==> config.mk <==
export PLATFORM = sky130hd
export DESIGN_NAME = stbs_ctrl
export DESIGN_NICKNAME = d
export VERILOG_FILES = /design/src/rtl/core/stbs_pkg.sv /design/src/rtl/core/stbs_ctrl.sv
export SDC_FILE = /design/constraint.sdc
export NUM_CORES = 1
export LEC_CHECK = 0
export ABC_CLOCK_PERIOD_IN_PS = 2100
export BUFFER_PORTS_ARGS = -buffer_cell sky130_fd_sc_hd__buf_2
export CAP_MARGIN = 20
export CORE_AREA = 2 2 39 41
export CTS_BUF_LIST = sky130_fd_sc_hd__clkbuf_8
export DETAILED_ROUTE_END_ITERATION = 8
export DIE_AREA = 0 0 41 43
export PLACE_DENSITY = 0.37
export SETUP_SLACK_MARGIN = 0.5
export SLEW_MARGIN = 10
export SYNTH_ARGS = -nofsm -noshare
export SYNTH_HDL_FRONTEND = slang
export SYNTH_SLANG_ARGS = --single-unit
==> constraint.sdc <==
create_clock -name clock -period 2.1 [get_ports clock]
set_clock_uncertainty 0.15 [all_clocks]
set_input_delay 0.21 -clock clock [delete_from_list [all_inputs] [get_ports clock]]
set_output_delay 0.21 -clock clock [all_outputs]
set_load 0.02 [all_outputs]
==> src/rtl/core/stbs_pkg.sv <==
package stbs_pkg;

   localparam int DEFAULT_TABLE_DEPTH = 1024;

   localparam int KEY_W   = 32;
   localparam int INDEX_W = 10;
   localparam int SIZE_W  = 11;

   localparam logic CMD_WRITE  = 1'b0;
   localparam logic CMD_SEARCH = 1'b1;

   typedef enum logic [1:0] {
      ST_IDLE,
      ST_RANGE,
      ST_COMPARE
   } ctrl_state_type;

   // Controller to datapath
   typedef struct packed {
      logic write_entry;
      logic load;
      logic issue;
      logic step;
      logic finish_hit;
      logic finish_miss;
   } dp_cmd_type;

   // Datapath to controller
   typedef struct packed {
      logic range_open;
      logic key_equal;
   } dp_status_type;

endpackage

==> src/rtl/core/stbs_ctrl.sv <==
module stbs_ctrl (
   input  logic                   clock,
   input  logic                   reset,
   input  logic                   start,
   input  logic                   req_command,
   input  stbs_pkg::dp_status_type status,
   output stbs_pkg::dp_cmd_type   cmd,
   output logic                   busy
);
   import stbs_pkg::*;

   ctrl_state_type state_ff;
   ctrl_state_type state_in;

   always_ff @(posedge clock) begin
      if (reset) begin
         state_ff <= ST_IDLE;
      end else begin
         state_ff <= state_in;
      end
   end

   always_comb begin
      state_in = state_ff;
      unique case (state_ff)
         ST_IDLE: begin
            if (start && req_command == CMD_SEARCH) begin
               state_in = ST_RANGE;
            end
         end
         ST_RANGE: begin
            if (status.range_open) begin
               state_in = ST_COMPARE;
            end else begin
               state_in = ST_IDLE;
            end
         end
         ST_COMPARE: begin
            if (status.key_equal) begin
               state_in = ST_IDLE;
            end else begin
               state_in = ST_RANGE;
            end
         end
         default: state_in = ST_IDLE;
      endcase
   end

   always_comb begin
      cmd  = '0;
      busy = 1'b1;
      unique case (state_ff)
         ST_IDLE: begin
            busy             = 1'b0;
            cmd.write_entry  = start && req_command == CMD_WRITE;
            cmd.load         = start && req_command == CMD_SEARCH;
         end
         ST_RANGE: begin
            cmd.issue        = status.range_open;
            cmd.finish_miss  = !status.range_open;
         end
         ST_COMPARE: begin
            cmd.finish_hit   = status.key_equal;
            cmd.step         = !status.key_equal;
         end
         default: begin
            busy = 1'b1;
         end
      endcase
   end

endmodule

==> results of run 1 <==
==> power groups by stage <==
stage                     Clock, mW  Combinational (mW)  Sequential [mW]
after global placement            0              0.0253           0.0418
after floorplan                   0              0.0146           0.0413
after CTS                     0.157              0.0258           0.0415
final                         0.151              0.0255           0.0414
after global routing          0.159              0.0276           0.0418
after detailed placement          0              0.0256           0.0418
==> path summary, 6_finish.rpt <==
kind	end	slack, ps
hold / removal	state_ff[0]	30
hold reg to reg	state_ff[0]	380
setup reg to reg	state_ff[1]	1070
setup / recovery	cmd[5]	580
==> logic make-up after synthesis <==
| kind of cell | after synthesis | share of synthesized area (%) |
|---|---|---|
| and+or+nand+nor | 10 | 65.1 |
| DFF | 2 | 29.4 |
| AOI/OAI and AO/OA | 1 | 5.51 |
==> critical path, delay by kind of cell (launching register included) <==
kind	cells	cell delay, ps
AND/OR/NAND/NOR	2	430
buffers and inverters	1	180
flip-flops	1	350
==> cells in the mapped netlist <==
library cell / number
sky130_fd_sc_hd__a211oi_1: 1
sky130_fd_sc_hd__nor3b_2: 1
sky130_fd_sc_hd__nor3b_1: 2
sky130_fd_sc_hd__nand3b_1: 1
sky130_fd_sc_hd__and4bb_2: 1
sky130_fd_sc_hd__dfxtp_1: 2
sky130_fd_sc_hd__nand2b_1: 1
sky130_fd_sc_hd__or2_4: 1
sky130_fd_sc_hd__and3b_2: 2
sky130_fd_sc_hd__nor2b_1: 1
==> per-stage QoR <==
step / setup WS, ps / cell area, µm² / hold slack (ps) / utilization [%]
after floorplan: 769 / 136 / 132 / -
after global placement: 800 / 216 / 240 / 15.6
after detailed placement: 802 / 216 / 245 / 15.6
after CTS: 563 / 258 / 21.7 / 18.6
after global routing: 506 / 258 / 24.9 / 18.6
final: 577 / 258 / 26.0 / 18.6
==> per-layer routing <==
| metal | global-route usage [%] | routed length [µm] | vias up | share of wire (%) |
|---|---|---|---|---|
| met5 | 0 | 0 | - | 0 |
| met4 | 4.00 | 0 | 0 | 0 |
| met3 | 1.57 | 51 | 0 | 13 |
| met2 | 5.63 | 157 | 9 | 40 |
| met1 | 7.67 | 180 | 74 | 46 |
| li1 | - | - | 79 | - |
==> cell type report <==
cell class	count	area (µm²)
sequential	2	40.0
multi-input combinational	11	96.3
timing repair buffer	12	60.1
clock buffer	3	41.3
tap	16	20.0
fill	154	1130
==> results.ini, run 1 <==
[sta]
setup_tns_ps = 0
setup_repair_after_global_routing_missed_its_margin = no
tightestPinTransition_ps = 203
slew_violations = 0
hold_viol_final = 0
maxSlewHeadroom_pct = 86.5
final-setup-viol-count = 0
timing.fmax_ghz = 0.657
post-route-min-period_ps = 1520
finalCritPeriodShare_pct = 72.5

[clocking]
cts_hold_repair.buffers = 0
post_cts.repair.setup_buffers = 0
clock-root-buffer = sky130_fd_sc_hd__clkbuf_8
tritoncts = done
clk_path_buf_depth = 2
numClockSinks = 2
total_clock_buffers_created_by_cts = 3
clk-insertion-delay-late_ps = 210
ctsHtreeMaxLevel = 1
clkTransAtPathRegs_ps = 30
ctsResizeCount = 0

[layout]
layout.nets = 36
layout.cells.most_common = sky130_fd_sc_hd__buf_2
registers.top_by_ff_count = state_ff
antenna-diode-count = 0
commonest_non_fill_non_tap_cells_in_the_layout = sky130_fd_sc_hd__buf_2, sky130_fd_sc_hd__clkbuf_8, sky130_fd_sc_hd__nor3b_1, sky130_fd_sc_hd__and3b_2, sky130_fd_sc_hd__dfxtp_1
flow.area_growth_from_synthesis_pct = 89.0
layout.cells.non_filler = 44
largest_registers = state_ff: 2 flops
largest_reg_flops = 2
layout-drive-gt1-share_pct = 71.4

[detailed_routing]
drt-pass1-iter-count = 2
drc = 0
drt_first_iter_violations = 1
drt-wirelength-per-cell_um = 8.84
vias_per_cell = 3.68
postRouteWirelength_um = 389
final_antenna_net_count = 0
routed-via-count = 162

[die]
floorplan.die.width_um = 41
die_y_um = 43
dieArea_um2 = 1760
i_o_pin_cnt = 13
core.rowCount = 14
floorplan.core_area_um2 = 1380
floorplan.initialDensity_pct = 9.86

[setup_path]
crit_path_cell_trace = or2_4 > nor3b_2 > buf_2
r2r_cells = 2
crit_arrival_ps = 1160
worst_setup_sp_type = flip-flop
timing.setup.critical_path_class = flip-flop to primary output
critPathMaxStageDelay_ps = 350
reg2reg_from = state_ff[1]
worst_setup_startpoint = state_ff[0]
slowest_stage = sky130_fd_sc_hd__dfxtp_1
timing.critical_path.required_ps = 1740
critPathCaptureType = primary output
worst-path-max-fanout = 7

[yosys]
synthesis.instances = 13
yosys-top-cells-area = sky130_fd_sc_hd__dfxtp_1, sky130_fd_sc_hd__and3b_2, sky130_fd_sc_hd__nor3b_1
ys.warnings.count = 0
syn_area_um2 = 136
synth_top_area_cell = sky130_fd_sc_hd__dfxtp_1
post_synth_num_cell_types = 10
synth-seq-cells = 2
syn-num-nets = 19
synthesis.area_per_instance_um2 = 10.5
share_of_synthesized_area_occupied_by_flip_flops_and_latches_pct = 29.4
synthDominantCellAreaShare_pct = 29.4

[power]
switching_fraction_of_total_power_pct = 20.5
combinationalPowerShare_pct = 11.7
power.density_cell_area_nw_per_um2 = 845
power.total_mw = 0.218
power.clock.fraction_pct = 69.3
power.share.sequential_pct = 19.0
peakVddDrop_v = 0.000177
power.switching_mw = 0.0446
p_leak_nw = 0.128
intPower_mw = 0.173

[grt]
overflow = 0
first_global_vias = 141
grt_antenna_before_repair = 0
grt_first_pass_wirelength_um = 614
grt_util_all_layers_pct = 5.11
pin_count_of_the_biggest_net_entering_global_routing = 9

[min_path]
whs_path_depth = 2
worstHoldPathType = primary input to flip-flop
min-delay-start = reset

[outcome]
status = completed

[placement]
placement.io_buffers = 12
dp.final_hpwl_um = 294
place_inst = 41
gp_congestion = 0.633

[run]
maxCapViolCount = 0

(Power assumes the default switching activity.)
==> inputs of run 2 (changes only) <==
--- a/config.mk
+++ b/config.mk
@@ -5,14 +5,15 @@
 export SDC_FILE = /design/constraint.sdc
 export NUM_CORES = 1
 export LEC_CHECK = 0
-export ABC_CLOCK_PERIOD_IN_PS = 2100
+export ABC_AREA = 1
+export ABC_CLOCK_PERIOD_IN_PS = 1500
 export BUFFER_PORTS_ARGS = -buffer_cell sky130_fd_sc_hd__buf_2
 export CAP_MARGIN = 20
 export CORE_AREA = 2 2 39 41
 export CTS_BUF_LIST = sky130_fd_sc_hd__clkbuf_8
 export DETAILED_ROUTE_END_ITERATION = 8
 export DIE_AREA = 0 0 41 43
-export PLACE_DENSITY = 0.37
+export PLACE_DENSITY = 0.36
 export SETUP_SLACK_MARGIN = 0.5
 export SLEW_MARGIN = 10
 export SYNTH_ARGS = -nofsm -noshare
==> constraint.sdc (replaced) <==
create_clock -name clock -period 1.5 [get_ports clock]
set_clock_uncertainty 0.15 [all_clocks]
set_input_delay 0.15 -clock clock [delete_from_list [all_inputs] [get_ports clock]]
set_output_delay 0.15 -clock clock [all_outputs]
set_load 0.02 [all_outputs]
==> results.ini, run 2 <==
[clocking]
clock-root-buffer = sky130_fd_sc_hd__clkbuf_8
clk_path_buf_depth = 2  ; unchanged
clkTransAtPathRegs_ps = 30  ; about the same
total_clock_buffers_created_by_cts = 3  ; unchanged
numClockSinks = 2  ; unchanged
post_cts.repair.setup_buffers = 0  ; unchanged
tritoncts = done
clk-insertion-delay-late_ps = 210  ; about the same
ctsHtreeMaxLevel = 1  ; unchanged

[yosys]
syn_area_um2 = 125  ; -8.3%
syn-num-nets = 26  ; +7
yosys.cell_count.top_type = sky130_fd_sc_hd__nand2_1
synth-seq-cells = 2  ; unchanged
synth_edf_count = 0  ; unchanged
post_synth_num_cell_types = 9  ; -1
synthesis.area_per_instance_um2 = 6.26  ; -40%
ys.warnings.count = 0  ; unchanged
synthDominantCellAreaShare_pct = 32.0  ; +2.6 points
dominantRegCellSynth = sky130_fd_sc_hd__dfxtp_1
async_set_or_reset_register_ratio_after_synthesis_pct = 0  ; unchanged
synth_top_area_cell = sky130_fd_sc_hd__dfxtp_1
share_of_synthesized_area_occupied_by_flip_flops_and_latches_pct = 32.0  ; +2.6 points
synth_top_cells_by_count = sky130_fd_sc_hd__nand2_1, sky130_fd_sc_hd__nor2_1, sky130_fd_sc_hd__inv_1, sky130_fd_sc_hd__dfxtp_1, sky130_fd_sc_hd__nor2_2
yosys-top-cells-area = sky130_fd_sc_hd__dfxtp_1, sky130_fd_sc_hd__nand2_1, sky130_fd_sc_hd__nor2_1
synthesis.instances = 20  ; +7

[detailed_routing]
routed-via-count = 189  ; +17%
drt-wirelength-per-cell_um = 8.17  ; -7.6%
vias_per_cell = 3.63  ; -1.3%
drt-pass1-iter-count = 4  ; +2
drc = 0  ; unchanged
final_antenna_net_count = 0  ; unchanged
postRouteWirelength_um = 425  ; +9.3%
drt_first_iter_violations = 6  ; +5

[power]
p_leak_nw = 0.157  ; +23%
power.total_mw = 0.358  ; +64%
power.density_cell_area_nw_per_um2 = 1010  ; +19%
peakVddDrop_v = 0.000392  ; +120%

[setup_path]
crit_path_cell_trace = inv_4 > nor3b_4 > buf_4
timing.critical_path.required_ps = 1200  ; -540 ps
critPathCaptureType = primary output
crit_arrival_ps = 980  ; -180 ps
timing.setup.critical_path_class = flip-flop to primary output
worst-path-max-fanout = 3  ; -4
slowest_stage = sky130_fd_sc_hd__dfxtp_2
worst_setup_sp_type = flip-flop
critPathMaxStageDelay_ps = 370  ; +20 ps

[placement]
placed_area_um2 = 270  ; +25%
gp_congestion = 0.552  ; -13%
dp.final_hpwl_um = 315  ; +6.9%
placement.io_buffers = 12  ; unchanged

[sta]
finalCritPeriodShare_pct = 85.3
timing.fmax_ghz = 0.781
post-route-min-period_ps = 1280
final-setup-viol-count = 0  ; unchanged
slew_violations = 0  ; unchanged
setup_repair_after_global_routing_missed_its_margin = yes
tightestPinTransition_ps = 140  ; -62.4 ps
hold_viol_final = 0  ; unchanged
maxSlewHeadroom_pct = 90.6  ; +4.1 points
timing.hold.ws_ps = 130  ; +104 ps
setup_tns_ps = 0  ; unchanged

[layout]
antenna-diode-count = 0  ; unchanged
flow.area_growth_from_synthesis_pct = 184
largest_reg_flops = 2  ; unchanged
fin_area_um2 = 355  ; +38%
largest_registers = state_ff: 2 flops
n_fill_cell = 150  ; -2.6%
layout-drive-gt1-share_pct = 83.3  ; +12 points
layout.nets = 44  ; +22%
commonest_non_fill_non_tap_cells_in_the_layout = sky130_fd_sc_hd__nor2_4, sky130_fd_sc_hd__buf_2, sky130_fd_sc_hd__buf_4
registers.top_by_ff_count = state_ff

[die]
floorplan.core_area_um2 = 1380  ; unchanged
die_y_um = 43  ; unchanged
floorplan.initialDensity_pct = 9.04  ; -0.81 points
dieArea_um2 = 1760  ; unchanged
core.rowCount = 14  ; unchanged
i_o_pin_cnt = 13  ; unchanged
floorplan.die.width_um = 41  ; unchanged

[grt]
first_global_vias = 172  ; +22%
grt_antenna_before_repair = 0  ; unchanged
grt_first_pass_wirelength_um = 627  ; +2.1%
pin_count_of_the_biggest_net_entering_global_routing = 6  ; -3
overflow = 0  ; unchanged
grt_util_all_layers_pct = 6.12  ; +1.0 points

[outcome]
status = completed

[run]
maxCapViolCount = 0  ; unchanged

[min_path]
worstHoldPathType = primary input to flip-flop

## run 2: cell count changes in the layout (fill, tap and decap cells not counted), sizes merged, moves of 2 or more
cell,change
nor3,+2
inv,+3
nor3b,-2
and3b,-2
nor2,+6
nand2,+5
## run 2: final cells by class
type / instances / area, µm² / share of cell area [%]
timing repair buffer: 13 / 98.8 / 27.8
tap: 16 / 20.0 / 5.63
inverter: 3 / 13.8 / 3.87
sequential: 2 / 45.0 / 12.7
multi-input combinational: 15 / 136 / 38.4
clock buffer: 3 / 41.3 / 11.6
## run 2: metrics by stage
step	setup WS, ps	std cells	util [%]
CTS	205	52	25.5
global placement	407	48	19.5
detailed placement	396	48	19.5
global route	169	52	25.7
floorplan	492	20	-
finish	220	52	25.7
## run 2: path summary, 6_finish.rpt
check                           slack (ps)  cells past startpoint           to   startpoint
worst max-delay path                   220                      3       cmd[1]  state_ff[1]
worst min-delay path                   130                      3  state_ff[1]    status[1]
worst max register to register         570                      4  state_ff[0]  state_ff[0]
worst min register to register         440                      2  state_ff[1]  state_ff[0]
## run 2: power breakdown
group	switching (mW)	total, mW	internal, mW
Combinational	0.0477	0.0857	0.0380
Sequential	0.00838	0.0656	0.0573
Clock	0.0376	0.207	0.169
## run 2: timing repair
item,CTS,global route
hold buffers,1,0
gates cloned,0,0
resized for setup,11,1
endpoints found under the setup margin,7,8
endpoints found under the hold margin,2,0
pin swaps,3,2
## run 2: kinds of logic after synthesis
| kind of cell | share of synthesized area, % |
|---|---|
| AND/OR/NAND/NOR | 55.0 |
| flip-flops | 32.0 |
| buffers and inverters | 9.00 |
| AO/OA/AOI/OAI | 4.00 |
## run 2: critical path: cells and delay by family, from the launching register on
family / cells / cell delay (ps)
flip-flops: 1 / 370
AND/OR/NAND/NOR: 1 / 170
buffers and inverters: 2 / 230
## run 2: metal layers
layer / vias to the layer above / track usage, % / part of all wire, %
li1: 96 / - / -
met1: 78 / 5.45 / 41
met2: 15 / 8.13 / 45
met3: 0 / 4.71 / 13
met4: 0 / 6.00 / 0
met5: - / 0 / 0
==> inputs of run 3 (changes only) <==
--- a/config.mk
+++ b/config.mk
@@ -13,7 +13,6 @@
 export CTS_BUF_LIST = sky130_fd_sc_hd__clkbuf_8
 export DETAILED_ROUTE_END_ITERATION = 8
 export DIE_AREA = 0 0 41 43
-export PLACE_DENSITY = 0.36
 export SETUP_SLACK_MARGIN = 0.5
 export SLEW_MARGIN = 10
 export SYNTH_ARGS = -nofsm -noshare
==> results.ini, run 3 (synthesized netlist as in run 2, its figures left out) <==
[clocking]
clk_path_buf_depth = 2  ; unchanged
clock-root-buffer = sky130_fd_sc_hd__clkbuf_8
numClockSinks = 2  ; unchanged
clkTransAtPathRegs_ps = 30  ; about the same
total_clock_buffers_created_by_cts = 3  ; unchanged
clk-insertion-delay-late_ps = 210  ; about the same
ctsHtreeMaxLevel = 1  ; unchanged
tritoncts = done
post_cts.repair.setup_buffers = 0  ; unchanged

[die]
floorplan.die.width_um = 41  ; unchanged
core.rowCount = 14  ; unchanged
floorplan.core_area_um2 = 1380  ; unchanged
die_y_um = 43  ; unchanged
i_o_pin_cnt = 13  ; unchanged
floorplan.initialDensity_pct = 9.04  ; unchanged
dieArea_um2 = 1760  ; unchanged

[sta]
final-setup-viol-count = 0  ; unchanged
timing.fmax_ghz = 0.794  ; +1.7%
setup_tns_ps = 0  ; unchanged
setup_repair_after_global_routing_missed_its_margin = yes
finalCritPeriodShare_pct = 84.0  ; -1.4 points
layout_setup_ws_ps = 241  ; +20.8 ps
slew_violations = 0  ; unchanged
tightestPinTransition_ps = 141  ; +0.383 ps
post-route-min-period_ps = 1260  ; -20.8 ps
maxSlewHeadroom_pct = 90.6  ; about the same
hold_viol_final = 0  ; unchanged

[grt]
grt_util_all_layers_pct = 5.81  ; -0.31 points
first_global_vias = 171  ; -0.58%
pin_count_of_the_biggest_net_entering_global_routing = 6  ; unchanged
overflow = 0  ; unchanged
grt_first_pass_wirelength_um = 600  ; -4.3%
grt_antenna_before_repair = 0  ; unchanged

[setup_path]
critPathCaptureType = primary output
timing.critical_path.required_ps = 1200  ; about the same
worst_setup_sp_type = flip-flop
crit_arrival_ps = 960  ; -20 ps
worst-path-max-fanout = 3  ; unchanged
timing.setup.critical_path_class = flip-flop to primary output

[placement]
gp_congestion = 0.555  ; +0.51%
placed_area_um2 = 270  ; unchanged
placement.io_buffers = 12  ; unchanged
place_worst_setup_slack_ps = 394  ; -1.54 ps
dp.final_hpwl_um = 287  ; -8.9%

[detailed_routing]
drt-wirelength-per-cell_um = 6.71  ; -18%
routed-via-count = 179  ; -5.3%
routedLengthMet1_um = 134  ; -24%
detailed_route_wirelength_on_metal2_um = 163  ; -15%
vias_per_cell = 3.44  ; -5.3%
drt_first_iter_violations = 0  ; -6
met3WireLength_um = 51  ; -8.9%
postRouteWirelength_um = 349  ; -18%
top_layer_used = met3
final_antenna_net_count = 0  ; unchanged
drc = 0  ; unchanged
drt-pass1-iter-count = 1  ; -3

[power]
power.density_cell_area_nw_per_um2 = 951  ; -5.7%
p_leak_nw = 0.162  ; +3.6%
peakVddDrop_v = 0.000271  ; -31%

[layout]
fin_area_um2 = 380  ; +7.0%
flow.area_growth_from_synthesis_pct = 204
layout.cells.most_common = sky130_fd_sc_hd__buf_6
antenna-diode-count = 0  ; unchanged
largest_registers = state_ff: 2 flops
layout-drive-gt1-share_pct = 83.3  ; unchanged
layout.nets = 44  ; unchanged
registers.top_by_ff_count = state_ff
commonest_non_fill_non_tap_cells_in_the_layout = sky130_fd_sc_hd__buf_6, sky130_fd_sc_hd__nor2_4, sky130_fd_sc_hd__buf_2, sky130_fd_sc_hd__nand2_1, sky130_fd_sc_hd__clkbuf_8
largest_reg_flops = 2  ; unchanged

[outcome]
status = completed

[min_path]
worstHoldPathType = primary input to flip-flop

[run]
maxCapViolCount = 0  ; unchanged

[run 3: layout make-up]
cell class / count / area [µm²]
fill: 145 / 1000
clock buffer: 3 / 41.3
sequential: 2 / 47.5
inverter: 3 / 16.3
tap: 16 / 20.0
timing repair buffer: 13 / 114
multi-input combinational: 15 / 141
[run 3: timing repair]
item | 4_1_cts | 5_1_grt
hold buffers | 1 | 0
hold endpoints to repair | 2 | 0
setup endpoints to repair | 7 | 7
pin swaps | 4 | 4
gates resized for setup | 17 | 2
[run 3: stage by stage]
step | util (%) | std cells | total power [mW] | hold slack, ps
after floorplan | - | 20 | 0.115 | 59.5
after global placement | 19.5 | 48 | 0.138 | 189
after detailed placement | 19.5 | 48 | 0.139 | 188
after CTS | 27.0 | 52 | 0.371 | 120
after global routing | 27.5 | 52 | 0.382 | 145
final | 27.5 | 52 | 0.362 | 126
[run 3: final timing paths]
kind | start | to | slack [ps] | cells after the start
worst max-delay path | state_ff[1] | cmd[5] | 240 | 4
worst min-delay path | status[1] | state_ff[1] | 130 | 3
worst max register to register | state_ff[1] | state_ff[0] | 580 | 4
worst min register to register | state_ff[0] | state_ff[1] | 410 | 2
[run 3: per-layer routing]
layer	vias to the layer above	global-route usage (%)
met2	11	7.50
met5	-	0
li1	94	-
met4	0	6.00
met3	0	4.71
met1	74	5.11
[run 3: critical path, cell delays in order (launching register included)]
cell and delay [ps]:
sky130_fd_sc_hd__dfxtp_4 350, sky130_fd_sc_hd__nor2_4 130, sky130_fd_sc_hd__nand2_2 70, sky130_fd_sc_hd__nor2_4 80, sky130_fd_sc_hd__buf_6 110
[run 3: power by group]
part / switching (mW) / internal, mW / leakage, nW
combinational: 0.0477 / 0.0413 / 0.123
sequential: 0.00907 / 0.0559 / 0.0178
clock: 0.0384 / 0.169 / 0.0216
